**config.mk**
```make
export PLATFORM = sky130hd
export DESIGN_NAME = cgl_lane
export DESIGN_NICKNAME = d
export VERILOG_FILES = /design/src/cgl_pkg.sv /design/src/cgl_lane.sv
export SDC_FILE = /design/constraint.sdc
export NUM_CORES = 1
export LEC_CHECK = 0
export CAP_MARGIN = 20
export CORE_MARGIN = 8
export CORE_UTILIZATION = 45
export CTS_BUF_LIST = sky130_fd_sc_hd__clkbuf_8 sky130_fd_sc_hd__clkbuf_16
export CTS_CLUSTER_SIZE = 40
export DETAILED_ROUTE_END_ITERATION = 8
export DONT_BUFFER_PORTS = 1
export GPL_ROUTABILITY_DRIVEN = 0
export HOLD_SLACK_MARGIN = 0.15
export SETUP_SLACK_MARGIN = 0.05
export SLEW_MARGIN = 20
export SYNTH_ARGS = -nofsm -noshare
export SYNTH_HDL_FRONTEND = slang
export SYNTH_SLANG_ARGS = --single-unit
```
**constraint.sdc**
```tcl
create_clock -name clock -period 17.9 [get_ports clock]
set_input_delay 3.58 -clock clock [delete_from_list [all_inputs] [get_ports clock]]
set_output_delay 3.58 -clock clock [all_outputs]
set_load 0.05 [all_outputs]
```
**src/cgl_pkg.sv**
```systemverilog
// Shared types and constants for the colour grading LUT entry generator.
// Widths, fixed point constants, register codes and the lane config struct.
// No dependencies.
`timescale 1ns / 1ps
`default_nettype none

package cgl_pkg;

   // grid geometry
   localparam int MAX_GRID_SIZE = 64;
   localparam int IDX_W         = 6;
   localparam int GRID_W        = 7;
   localparam int SIZE_W        = $clog2(MAX_GRID_SIZE + 1);
   localparam int LAST_W        = $clog2(MAX_GRID_SIZE);
   localparam int CMP_W         = (IDX_W > LAST_W) ? IDX_W : LAST_W;
   localparam int CMPG_W        = GRID_W + SIZE_W;

   // fixed point, Q.12 with 4096 = 1.0
   localparam int FRAC_W    = 12;
   localparam int CH_W      = FRAC_W + 1;
   localparam int GAIN_W    = 16;
   localparam int CH_ONE    = 4096;
   localparam int MID_GREY  = 2048;

   // reciprocal of (size - 1), exact for every index on the grid
   localparam int RECIP_SHIFT = FRAC_W + 2 * LAST_W;
   localparam int RECIP_W     = RECIP_SHIFT + 1;

   // luma weights, sum 4096
   localparam int LUMA_R = 871;
   localparam int LUMA_G = 2929;
   localparam int LUMA_B = 296;
   localparam int LUMA_W = 2 * FRAC_W + 1;

   // result fields
   localparam int OUT_W   = 16;
   localparam int ENTRY_W = 18;
   localparam int OUT_MAX = 32767;
   localparam int OUT_MIN = -32768;

   // lanes and pipeline depth
   localparam int LANES       = 3;
   localparam int LANE_STAGES = 5;
   localparam int PIPE_STAGES = 8;

   // stream and register port widths
   localparam int REQ_DATA_W = 24;
   localparam int RSP_DATA_W = 72;
   localparam int CSR_IDX_W  = 2;
   localparam int CSR_DATA_W = 16;

   // register reset values
   localparam logic [GRID_W-1:0] GRID_RESET = 7'd33;
   localparam logic [GAIN_W-1:0] GAIN_ONE   = 16'd4096;

   // register indexes
   typedef enum logic [CSR_IDX_W-1:0] {
      REG_GRID_SIZE  = 2'd0,
      REG_EXPOSURE   = 2'd1,
      REG_CONTRAST   = 2'd2,
      REG_SATURATION = 2'd3
   } csr_reg_type;

   // settings every lane needs
   typedef struct packed {
      logic [LAST_W-1:0]  last;
      logic [RECIP_W-1:0] recip;
      logic [GAIN_W-1:0]  exposure;
      logic [GAIN_W-1:0]  contrast;
   } lane_cfg_type;

endpackage

`default_nettype wire

```
**src/cgl_lane.sv**
```systemverilog
// One colour channel lane: index clamp, normalise, exposure, contrast, clamp.
// Five register stages, advanced by per-stage enables. Depends on cgl_pkg.
`timescale 1ns / 1ps
`default_nettype none

module cgl_lane (
   input  wire logic                                clock,
   input  wire logic [cgl_pkg::LANE_STAGES-1:0]     stage_en,
   input  wire cgl_pkg::lane_cfg_type               cfg,
   input  wire logic [cgl_pkg::IDX_W-1:0]           index_in,
   output logic      [cgl_pkg::CH_W-1:0]            chan_out,
   output logic      [cgl_pkg::IDX_W-1:0]           index_out
);

   localparam int NPROD_W = cgl_pkg::IDX_W + cgl_pkg::RECIP_W;
   localparam int EPROD_W = cgl_pkg::CH_W + cgl_pkg::GAIN_W;
   localparam int EXPO_W  = EPROD_W - cgl_pkg::FRAC_W;
   localparam int CPROD_W = EXPO_W + cgl_pkg::GAIN_W + 2;
   localparam int CSUM_W  = CPROD_W - cgl_pkg::FRAC_W + 1;

   logic [cgl_pkg::IDX_W-1:0]  idx_ff [cgl_pkg::LANE_STAGES];
   logic [cgl_pkg::IDX_W-1:0]  idx_clamp;
   logic [NPROD_W-1:0]         nprod_ff;
   logic [cgl_pkg::CH_W-1:0]   norm;
   logic [EPROD_W-1:0]         eprod_ff;
   logic [EXPO_W-1:0]          expo;
   logic signed [EXPO_W:0]     centred;
   logic signed [CPROD_W-1:0]  cprod_ff;
   logic signed [CSUM_W-1:0]   csum;
   logic [cgl_pkg::CH_W-1:0]   chan_in;
   logic [cgl_pkg::CH_W-1:0]   chan_ff;

   function automatic logic [cgl_pkg::CMP_W-1:0] CMP_W_ext(logic [cgl_pkg::IDX_W-1:0] v);
      return cgl_pkg::CMP_W'(v);
   endfunction

   function automatic logic [cgl_pkg::CMP_W-1:0] CMP_W_ext_last(
      logic [cgl_pkg::LAST_W-1:0] v);
      return cgl_pkg::CMP_W'(v);
   endfunction

   // clamp the index to the last grid position
   always_comb begin
      if (CMP_W_ext(index_in) > CMP_W_ext_last(cfg.last)) begin
         idx_clamp = cgl_pkg::IDX_W'(cfg.last);
      end else begin
         idx_clamp = index_in;
      end
   end

   // normalise: index * 4096 / (size - 1) through the reciprocal
   assign norm = cgl_pkg::CH_W'(nprod_ff >> (cgl_pkg::RECIP_SHIFT - cgl_pkg::FRAC_W));

   // exposure result and offset about mid grey
   assign expo    = eprod_ff[EPROD_W-1:cgl_pkg::FRAC_W];
   assign centred = $signed({1'b0, expo}) - $signed((EXPO_W + 1)'(cgl_pkg::MID_GREY));

   // contrast result, floored, back about mid grey, clamped to [0, 1.0]
   always_comb begin
      csum = CSUM_W'($signed(cprod_ff[CPROD_W-1:cgl_pkg::FRAC_W]))
           + $signed(CSUM_W'(cgl_pkg::MID_GREY));
      if (csum < 0) begin
         chan_in = '0;
      end else if (csum > $signed(CSUM_W'(cgl_pkg::CH_ONE))) begin
         chan_in = cgl_pkg::CH_W'(cgl_pkg::CH_ONE);
      end else begin
         chan_in = cgl_pkg::CH_W'(csum);
      end
   end

   // pipeline registers
   always_ff @(posedge clock) begin
      if (stage_en[0]) begin
         idx_ff[0] <= idx_clamp;
      end
      for (int k = 1; k < cgl_pkg::LANE_STAGES; k++) begin
         if (stage_en[k]) begin
            idx_ff[k] <= idx_ff[k-1];
         end
      end
      if (stage_en[1]) begin
         nprod_ff <= NPROD_W'(idx_ff[0]) * NPROD_W'(cfg.recip);
      end
      if (stage_en[2]) begin
         eprod_ff <= EPROD_W'(norm) * EPROD_W'(cfg.exposure);
      end
      if (stage_en[3]) begin
         cprod_ff <= CPROD_W'(centred) * CPROD_W'($signed({1'b0, cfg.contrast}));
      end
      if (stage_en[4]) begin
         chan_ff <= chan_in;
      end
   end

   assign chan_out  = chan_ff;
   assign index_out = idx_ff[cgl_pkg::LANE_STAGES-1];

endmodule

`default_nettype wire

```
==> metrics.md <==
| Metric | Value |
|---|---|
| Status | finished, final reports clean |
| Ports | 94 |
| Sequential share of the synthesized area | 0.121 |
| Synthesized Nets | approximately 3300 |
| Largest net degree at the start of global routing | 30 |
| RSZ-0062 raised after global routing | no |
| Hold buffers post-CTS | 0 |
| Total clock sinks | 96 |
| Die ar. | 0.0604 mm2 |
| Least-Margin Pin Slew | 0.957 ns |
| Vias per std cell | between 5 and 6 |
| Dpl cells | roughly 3100 |
| Worst setup margin | between 8 and 9 ns |
| Fin. Hold Viols | 0 |
| WL/cell | between 15 and 20 um |
| Number of fill cells | between 4000 and 5000 |
| Most common cell after layout, fill and taps aside | inv_1 |
| Net count reported at finish | between 3000 and 4000 |
| Hold WC Path Type | reg2reg |
| CP Max Fanout | 18 |
| Register bit total from synthesis | between 90 and 100 |
| Unique masters post-synth | 55 |
| Core area | 0.0524 mm2 |
| Slowest library cell on the worst path | fa_1 |
| Post-route ant nets | 0 |
| CTS max path bufs | 2 |
| Max Slew Vio Count | 0 |
| Critical path class | in2reg |
| CP endpoint kind | flop |
| Num CTS Buffers | 9 |
| Vias post-DR | between 15000 and 20000 |
| Vias in the first global route | 18456 |
| Worst-case clock skew | 0.0230 ns |
| Synthesis Warnings | 0 |
| Post-route insts no fill | between 3000 and 4000 |
| Routed wire length | about 54 mm |
| Total gr overflow | 0 |
| # H-tree levels | 3 |
| Area Growth Syn to Fin | 3.66% |
| WP buf/inv | 5 |
| Crit path depth | 20 |
| Initial antenna violation count | 0 |
| Row count | 84 |
| Most used cell, CP | fa_1 |
| Worst path cell trace | nand2_1 -> inv_1 -> fa_1 -> inv_1 -> fa_1 -> inv_1 -> fa_1 -> fa_1 -> fa_1 -> inv_1 -> fa_1 -> inv_1 -> ha_1 -> o21ai_0 -> o21ai_0 -> a221oi_1 -> nand2_1 -> a211o_1 -> a21oi_1 -> xnor2_1 |
| Die height | 246 um |
| Share of cells above drive strength 1 | 0.0186 |
| EDFF count, synth | 96 |
| Async set-or-reset flop fraction in the synthesized netlist | 0 |
| First-pass GRT wire length | 92.1 mm |
| Final worst-path cycle share | 0.506 |
| Worst-skew pair later-pin latency | 0.39 ns |
| Gr usage total | 0.188 |
| DIE WIDTH | about 250 um |
| Dominant synthesized flop cell | edfxtp_1 |
| Crit path DAT | ~9.2 ns |
| Max transition margin | 0.362 |
| Reg clk slew, reported paths | 0.08 ns |
| Final TNS setup | 0 ns |
| Reg2Reg Depth | 24 |
| Top delay family on crit path | adder cells |
| Number of cells on the worst hold path | 0 |
| Pre-CTS setup slack | about 8.5 ns |
| Max Freq | approximately 110 MHz |
| Clock root cell | clkbuf_16 |
| Worst reg-to-reg setup slack | slightly above 10 ns |
| Most frequent cells in the layout | 658 x inv_1, 524 x fa_1, 459 x nand2_1 |
| Detailed Routing Iterations Pass 1 | 5 |
| CP max stage delay | ~0.71 ns |
| Worst Path Required | 18.03 ns |
| DRC viols | 0 |
| Dpl hpwl | approximately 45 mm |
| Final setup vio count | 0 |
| Max-cap viol count | 0 |
| Min cycle time layout | between 9 and 10 ns |
| Mean area per synthesized cell | 9.38 um2 |
| Port bufs | 0 |
| # resized after CTS | 0 |
| DR iter-0 viols | approximately 670 |
| Post-CTS Setup Bufs | 0 |
| Initial Util | 0.453 |
| Post-Syn Area | about 0.024 mm2 |
| Mapped Cells | around 2500 |
| Startpoint types | input pin |
| CTS tree | built |
[registers in the layout, summed over array words and instances, names as in the netlist]
register  count
eprod_ff     17
idx_ff       30
nprod_ff     13
chan_out     13
cprod_ff     23
[per-layer routing]
| metal | wire length (um) | vias up | track usage |
|---|---|---|---|
| met3 | 2690 | 74 | 0.0317 |
| met4 | 1220 | 0 | 0.0503 |
| met2 | 28200 | 370 | 0.350 |
| met1 | 21600 | 8377 | 0.221 |
| met5 | 0 | - | 0 |
| li1 | - | 7297 | - |
[through the flow]
step / util / hold slack, ns / cell area, um2
2_1_floorplan: - / 0.400 / 23800
4_1_cts: 0.470 / 0.425 / 24600
6_report: 0.470 / 0.422 / 24600
5_1_grt: 0.470 / 0.429 / 24600
3_5_place_dp: 0.464 / 0.405 / 24300
3_3_place_gp: 0.464 / 0.402 / 24300
[cells by family (layout without fill, tap and decap cells)]
kind of cell    Yosys count  in the layout  share of synthesized area
simple gates            759            759                      0.147
buf+inv                 748            680                      0.119
fa+ha+maj               713            713                      0.541
compound gates          137            137                     0.0408
flops                    96             96                      0.121
xor+xnor                 75             75                     0.0276
mux                       7              7                    0.00326
other cells               0              1                          0
[final timing paths]
| check | start | end |
|---|---|---|
| max reg2reg | eprod_ff[23]$_DFFE_PP_ | cprod_ff[34]$_DFFE_PP_ |
| min reg2reg | idx_ff[0][23]$_DFFE_PP_ | idx_ff[0][29]$_DFFE_PP_ |
| max | cfg[2] | cprod_ff[34]$_DFFE_PP_ |
| min | idx_ff[0][23]$_DFFE_PP_ | idx_ff[0][29]$_DFFE_PP_ |
[final cells by class]
type / instances / area, um2 / area share
multi-input combinational: 1691 / 18100 / 0.733
sequential: 96 / 2880 / 0.117
inverter: 658 / 2470 / 0.100
tap: 688 / 861 / 0.0349
clock buffer: 9 / 225 / 0.00914
clock inverter: 7 / 91.3 / 0.00371
timing repair buffer: 6 / 45.0 / 0.00183
antenna: 1 / 2.50 / 0.000102
[synthesized netlist by cell type, types with 4 or more instances]
| library cell | instances | area [um2] |
|---|---|---|
| and2_1 | 181 | 1130 |
| inv_1 | 658 | 2470 |
| buf_4 | 6 | 45.0 |
| nand4_1 | 7 | 43.8 |
| o21ai_0 | 18 | 90.1 |
| o211ai_1 | 4 | 30.0 |
| and3_1 | 10 | 62.6 |
| xnor2_1 | 48 | 420 |
| o21a_1 | 8 | 60.1 |
| or2_2 | 5 | 31.3 |
| nand3_1 | 11 | 55.1 |
| ha_1 | 189 | 2360 |
| nor2b_1 | 17 | 106 |
| nand2b_1 | 14 | 87.6 |
| nor2_1 | 32 | 120 |
| nand2_1 | 459 | 1720 |
| o22ai_1 | 4 | 25.0 |
| clkbuf_1 | 84 | 315 |
| mux2_2 | 6 | 67.6 |
| xor2_1 | 27 | 236 |
| nor4_1 | 4 | 25.0 |
| nor3_1 | 11 | 55.1 |
| fa_1 | 524 | 10500 |
| o21bai_1 | 5 | 37.5 |
| a211oi_1 | 10 | 75.1 |
| a21o_1 | 18 | 135 |
| a21oi_1 | 40 | 200 |
| edfxtp_1 | 96 | 2880 |
Power is not shown: default switching activity piles up to over one toggle a cycle in this logic, so the estimate is an artifact.
