[src/cgl_pkg.sv]
// Shared types and constants for the colour grading LUT entry generator.
// Widths, fixed point constants, register codes and the lane config struct.
// No dependencies.
`timescale 1ns / 1ps
`default_nettype none

package cgl_pkg;

   // grid geometry
   localparam int MAX_GRID_SIZE = 64;
   localparam int IDX_W         = 6;
   localparam int GRID_W        = 7;
   localparam int SIZE_W        = $clog2(MAX_GRID_SIZE + 1);
   localparam int LAST_W        = $clog2(MAX_GRID_SIZE);
   localparam int CMP_W         = (IDX_W > LAST_W) ? IDX_W : LAST_W;
   localparam int CMPG_W        = GRID_W + SIZE_W;

   // fixed point, Q.12 with 4096 = 1.0
   localparam int FRAC_W    = 12;
   localparam int CH_W      = FRAC_W + 1;
   localparam int GAIN_W    = 16;
   localparam int CH_ONE    = 4096;
   localparam int MID_GREY  = 2048;

   // reciprocal of (size - 1), exact for every index on the grid
   localparam int RECIP_SHIFT = FRAC_W + 2 * LAST_W;
   localparam int RECIP_W     = RECIP_SHIFT + 1;

   // luma weights, sum 4096
   localparam int LUMA_R = 871;
   localparam int LUMA_G = 2929;
   localparam int LUMA_B = 296;
   localparam int LUMA_W = 2 * FRAC_W + 1;

   // result fields
   localparam int OUT_W   = 16;
   localparam int ENTRY_W = 18;
   localparam int OUT_MAX = 32767;
   localparam int OUT_MIN = -32768;

   // lanes and pipeline depth
   localparam int LANES       = 3;
   localparam int LANE_STAGES = 5;
   localparam int PIPE_STAGES = 8;

   // stream and register port widths
   localparam int REQ_DATA_W = 24;
   localparam int RSP_DATA_W = 72;
   localparam int CSR_IDX_W  = 2;
   localparam int CSR_DATA_W = 16;

   // register reset values
   localparam logic [GRID_W-1:0] GRID_RESET = 7'd33;
   localparam logic [GAIN_W-1:0] GAIN_ONE   = 16'd4096;

   // register indexes
   typedef enum logic [CSR_IDX_W-1:0] {
      REG_GRID_SIZE  = 2'd0,
      REG_EXPOSURE   = 2'd1,
      REG_CONTRAST   = 2'd2,
      REG_SATURATION = 2'd3
   } csr_reg_type;

   // settings every lane needs
   typedef struct packed {
      logic [LAST_W-1:0]  last;
      logic [RECIP_W-1:0] recip;
      logic [GAIN_W-1:0]  exposure;
      logic [GAIN_W-1:0]  contrast;
   } lane_cfg_type;

endpackage

`default_nettype wire

[src/cgl_merge.sv]
// Merging stage: luma, saturation about luma, output saturation, entry number.
// Three register stages fed by the three channel lanes. Depends on cgl_pkg.
`timescale 1ns / 1ps
`default_nettype none

module cgl_merge (
   input  wire logic                                                 clock,
   input  wire logic [cgl_pkg::PIPE_STAGES-cgl_pkg::LANE_STAGES-1:0] stage_en,
   input  wire logic [cgl_pkg::SIZE_W-1:0]                           size,
   input  wire logic [cgl_pkg::GAIN_W-1:0]                           saturation,
   input  wire logic [cgl_pkg::LANES-1:0][cgl_pkg::CH_W-1:0]         chan_in,
   input  wire logic [cgl_pkg::LANES-1:0][cgl_pkg::IDX_W-1:0]        index_in,
   output logic      [cgl_pkg::LANES-1:0][cgl_pkg::OUT_W-1:0]        colour_out,
   output logic      [cgl_pkg::ENTRY_W-1:0]                          entry_out
);

   localparam int DIFF_W  = cgl_pkg::LUMA_W + 1;
   localparam int SPROD_W = DIFF_W + cgl_pkg::GAIN_W + 1;
   localparam int TOTAL_W = SPROD_W + 1;
   localparam int SHIFT   = 2 * cgl_pkg::FRAC_W;
   localparam int SCALE_W = TOTAL_W - SHIFT;
   localparam int ROW_W   = cgl_pkg::IDX_W + cgl_pkg::SIZE_W + 1;
   localparam int LIN_W   = ROW_W + cgl_pkg::SIZE_W + 1;

   logic [cgl_pkg::LUMA_W-1:0]                    luma_sum;
   logic [cgl_pkg::LUMA_W-1:0]                    luma_ff;
   logic [cgl_pkg::LUMA_W-1:0]                    luma7_ff;
   logic [cgl_pkg::LANES-1:0][cgl_pkg::CH_W-1:0]  chan6_ff;
   logic [cgl_pkg::IDX_W-1:0]                     red_idx6_ff;
   logic [ROW_W-1:0]                              row_ff;
   logic [LIN_W-1:0]                              lin;
   logic [cgl_pkg::ENTRY_W-1:0]                   entry7_ff;
   logic [cgl_pkg::ENTRY_W-1:0]                   entry_ff;
   logic signed [DIFF_W-1:0]                      diff [cgl_pkg::LANES];
   logic signed [SPROD_W-1:0]                     sprod_ff [cgl_pkg::LANES];
   logic signed [TOTAL_W-1:0]                     total [cgl_pkg::LANES];
   logic signed [SCALE_W-1:0]                     scaled [cgl_pkg::LANES];
   logic [cgl_pkg::LANES-1:0][cgl_pkg::OUT_W-1:0] colour_in;
   logic [cgl_pkg::LANES-1:0][cgl_pkg::OUT_W-1:0] colour_ff;

   // luma scaled by 4096
   assign luma_sum = cgl_pkg::LUMA_W'(chan_in[0]) * cgl_pkg::LUMA_W'(cgl_pkg::LUMA_R)
                   + cgl_pkg::LUMA_W'(chan_in[1]) * cgl_pkg::LUMA_W'(cgl_pkg::LUMA_G)
                   + cgl_pkg::LUMA_W'(chan_in[2]) * cgl_pkg::LUMA_W'(cgl_pkg::LUMA_B);

   // second half of the entry number
   assign lin = LIN_W'(row_ff) * LIN_W'(size) + LIN_W'(red_idx6_ff);

   // channel distance from luma, then push and floor back to Q.12
   always_comb begin
      for (int k = 0; k < cgl_pkg::LANES; k++) begin
         diff[k] = $signed(DIFF_W'({chan6_ff[k], cgl_pkg::FRAC_W'(0)}))
                 - $signed(DIFF_W'(luma_ff));
         total[k] = $signed(TOTAL_W'({luma7_ff, cgl_pkg::FRAC_W'(0)}))
                  + TOTAL_W'(sprod_ff[k]);
         scaled[k] = total[k][TOTAL_W-1:SHIFT];
         if (scaled[k] > $signed(SCALE_W'(cgl_pkg::OUT_MAX))) begin
            colour_in[k] = cgl_pkg::OUT_W'(cgl_pkg::OUT_MAX);
         end else if (scaled[k] < $signed(SCALE_W'(cgl_pkg::OUT_MIN))) begin
            colour_in[k] = cgl_pkg::OUT_W'(cgl_pkg::OUT_MIN);
         end else begin
            colour_in[k] = cgl_pkg::OUT_W'(scaled[k]);
         end
      end
   end

   // merge pipeline registers
   always_ff @(posedge clock) begin
      if (stage_en[0]) begin
         luma_ff     <= luma_sum;
         chan6_ff    <= chan_in;
         red_idx6_ff <= index_in[0];
         row_ff      <= ROW_W'(index_in[2]) * ROW_W'(size) + ROW_W'(index_in[1]);
      end
      if (stage_en[1]) begin
         luma7_ff  <= luma_ff;
         entry7_ff <= cgl_pkg::ENTRY_W'(lin);
         for (int k = 0; k < cgl_pkg::LANES; k++) begin
            sprod_ff[k] <= SPROD_W'(diff[k]) * SPROD_W'($signed({1'b0, saturation}));
         end
      end
      if (stage_en[2]) begin
         colour_ff <= colour_in;
         entry_ff  <= entry7_ff;
      end
   end

   assign colour_out = colour_ff;
   assign entry_out  = entry_ff;

endmodule

`default_nettype wire

[config.mk]
export PLATFORM = sky130hd
export DESIGN_NAME = cgl_merge
export DESIGN_NICKNAME = d
export VERILOG_FILES = /design/src/cgl_pkg.sv /design/src/cgl_merge.sv
export SDC_FILE = /design/constraint.sdc
export NUM_CORES = 2
export LEC_CHECK = 0
export BUFFER_PORTS_ARGS = -buffer_cell sky130_fd_sc_hd__buf_2
export CORE_UTILIZATION = 65
export DETAILED_ROUTE_END_ITERATION = 12
export PLACE_DENSITY_LB_ADDON = 0.15
export RECOVER_POWER = 25
export SLEW_MARGIN = 20
export SYNTH_ARGS = -nofsm -noshare
export SYNTH_HDL_FRONTEND = slang
export SYNTH_SLANG_ARGS = --single-unit
export TNS_END_PERCENT = 30
[constraint.sdc]
create_clock -name clock -period 10.03 [get_ports clock]
set_input_delay 1.5045 -clock clock [delete_from_list [all_inputs] [get_ports clock]]
set_output_delay 1.5045 -clock clock [all_outputs]
set_load 0.1 [all_outputs]
==> impl_metrics.csv <==
group,metric,value,unit
run_status,status,"finished, violations left",
run_status,violations,"capacitance limit, slew limit",
synth,synth_cells,6021,
detailed_routing,ant_nets,0,
worst_setup_path,critPathCaptureType,"flip-flop",
worst_hold_path,hold_start,"entry7_ff[1]",
placed_design,hpwlAfterDp,125,mm
synth,syn_area_per_cell,9.94,µm²
sta,fin_crit_sh,94.1,%
synth,synth_seq_cells,286,
global_routing,grt_pass1_wl,240,mm
floorplanning,core_area,90600,µm²
clock_tree,cts_tree,"built",
placed_design,io_buffers,149,
finish,fill_cells,6952,
finish,areaGrowthSynthToFinish,5.67,%
global_routing,grtUsageTotal,33.8,%
sta,setup_tns,0,ns
worst_hold_path,hold_path.class,"reg2reg",
clock_tree,clkLatencyLatePin,0.59,ns
worst_setup_path,required,10.36,ns
floorplanning,rows,110,
floorplanning,dieArea,93300,µm²
synth,synth-seq-area-share,14.4,%
detailed_routing,viasPerCell,5.59,
sta,finalCriticalPeriod,9.44,ns
synth,synth_flop_cell,"edfxtp_1",
finish,drive_gt1_share,4.79,%
synth,synth_area_leader_cell,"fa_1",
floorplanning,fp.dieW,305,µm
sta,setup_violations,0,
finish,multi_input_area,44500,µm²
synth,synth_top_area_share,42.4,%
clock_tree,cts_sinks,286,
global_routing,antenna_found_initial,8,
floorplanning,start_util,66.1,%
detailed_routing,dr.first_iter.drc_count,2935,
synth,syn_nets,7921,
worst_setup_path,r2r_slack,0.59,ns
worst_setup_path,rr_worst_depth,27,
job,maxCapViolCount,2,
detailed_routing,drtPass1Iterations,8,
worst_setup_path,timing.rr.end,"sprod_ff[0][41]",
worst_setup_path,r2r-start,"luma_ff[4]",
clock_tree,ctsHtreeMaxLevel,2,
synth,yosys-top-cells-area,"fa_1, edfxtp_1, ha_1, inv_1, and2_1",
clock_tree,clock-root-buffer,"clkbuf_16",
detailed_routing,vias,41000,
detailed_routing,wl_per_cell,20.4,µm
worst_hold_path,worstHoldPathCells,0,
detailed_routing,remaining_drc_errors,0,
finish,nNetsFinal,8014,
worst_setup_path,critical_path_arrival,9.77,ns
sta,fmax,106,MHz
global_routing,grt_pass1_vias,44500,
clock_tree,cts_buffers,39,
floorplanning,die_y,305,µm
clock_tree,cts_max_path_buffers,3,
sta,whs,0.417,ns
global_routing,grt-ovfl-total,0,
sta,slew_headroom,-250,%
sta,finClkSkew,0.0288,ns
finish,layout.area.seq,8590,µm²
detailed_routing,drt_wl_total,150,mm
sta,slew_violations,115,
global_routing,grt_max_degree,85,
clock_tree,clk_pin_slew,0.06,ns
synth,ys_types,81,
synth,synth_edf_count,286,
synth,netlist_top_cells_count,"inv_1, fa_1, nand2_1",
worst_hold_path,holdPathEnd,"entry_out[1]",
worst_setup_path,crit_type,"reg2reg",
synth,ys_warn_count,0,
synth,yosysMostFrequentCell,"inv_1",
sta,rsz0062_at_grt,"false",
synth,async_flop_share,0,%
placed_design,gp_congestion,0.981,
worst_setup_path,cp-start-kind,"flip-flop",
sta,finalHoldViolCount,0,
synth,syn_area,59800,µm²
floorplanning,num_io_pins,150,
sta,worst_pin_slew,5.25,ns
worst_setup_path,crit_fanout,16,
## cells by family (layout without fill, tap and decap cells)
family | after synthesis | in the layout | synth area share, %
adders and majority gates | 1816 | 1816 | 53.9
buffers and inverters | 1793 | 1915 | 11.3
and+or+nand+nor | 1378 | 1378 | 11.2
AOI/OAI and AO/OA | 501 | 501 | 5.55
DFF | 286 | 286 | 14.4
xor gates and xnor gates | 246 | 246 | 3.73
muxes | 1 | 1 | 0.0167
other | 0 | 1 | 0
## worst max-delay path by stage
| stage | from | depth (start not counted) | end |
|---|---|---|---|
| final | luma_ff[4] | 27 | sprod_ff[0][41] |
| after global placement | luma_ff[4] | 33 | sprod_ff[0][85] |
| after CTS | luma_ff[4] | 30 | sprod_ff[0][41] |
| after floorplan | luma_ff[0] | 34 | sprod_ff[0][85] |
| after detailed placement | luma_ff[4] | 30 | sprod_ff[0][41] |
| after global routing | luma_ff[4] | 33 | sprod_ff[0][85] |
## flip-flops by register name, indices dropped and copies added, names as in the netlist, 14 cells and up
signal      count
chan6_ff       39
colour_out     48
entry7_ff      18
sprod_ff       93
entry_out      18
row_ff         14
luma_ff        25
luma7_ff       25
## critical path: stages (launching register included)
cell and delay (ns):
edfxtp_1 0.43, or3_1 0.46, nor4_2 0.50, nor2b_1 0.31
nor3b_1 0.55, xnor2_4 0.37, nand2_1 0.19, fa_1 0.58
inv_1 0.05, fa_1 0.52, inv_1 0.05, fa_1 0.49
fa_1 0.52, inv_1 0.05, fa_1 0.50, fa_1 0.45
ha_1 0.35, o21a_1 0.19, o21ai_0 0.23, a21oi_1 0.15
o2111ai_1 0.63, o31ai_1 0.31, a21o_1 0.33, a221oi_2 0.34
o21ai_1 0.20, o21a_1 0.23, nor2_1 0.12, xnor2_1 0.09
## through the flow
step	cell area (µm²)	setup slack (ns)	util, %	std cells
after floorplan	59800	1.69	-	6021
after global placement	62000	0.797	68.4	7248
after detailed placement	62000	0.596	68.4	7248
after CTS	63200	0.508	69.8	7318
after global routing	63200	0.0980	69.8	7319
final	63200	0.593	69.8	7320
## area by class of cell
cell class	count	share of cell area, %
clock inverter	29	0.445
multi-input combinational	3942	70.5
inverter	1620	9.62
timing repair buffer	225	2.02
antenna	1	0.00396
sequential	286	13.6
clock buffer	41	1.56
tap	1176	2.33
## repair_timing
| action | CTS | global route |
|---|---|---|
| setup buffers | 0 | 0 |
| gates resized for setup | 0 | 3 |
| setup endpoints to repair | 0 | 2 |
| hold buffers | 0 | 0 |
## placed cells by master, fill, tap and decap left out, types with 44 or more instances in the layout
master / netlist / final
a21o_1: 68 / 68
a21oi_1: 149 / 149
and2_1: 431 / 430
buf_2: 15 / 107
buf_4: 3 / 75
clkbuf_1: 152 / 44
edfxtp_1: 286 / 286
fa_1: 1267 / 1267
ha_1: 549 / 549
inv_1: 1620 / 1620
nand2_1: 653 / 653
nor2_1: 109 / 109
o21a_1: 44 / 44
o21ai_0: 82 / 81
xnor2_1: 169 / 166
xor2_1: 67 / 67
## metal layers
metal  up-vias  global-route usage [%]  part of all wire (%)
met5         -                       0                 0.095
met4         6                    12.0                   4.1
met3       379                    7.93                   9.1
met2      1595                    56.2                    47
met1     20800                    43.4                    39
li1      18200                       -                     -
Power is left out: the tool's default activity adds up to more than one toggle a clock period on the data nets, which glitch-free logic cannot reach.
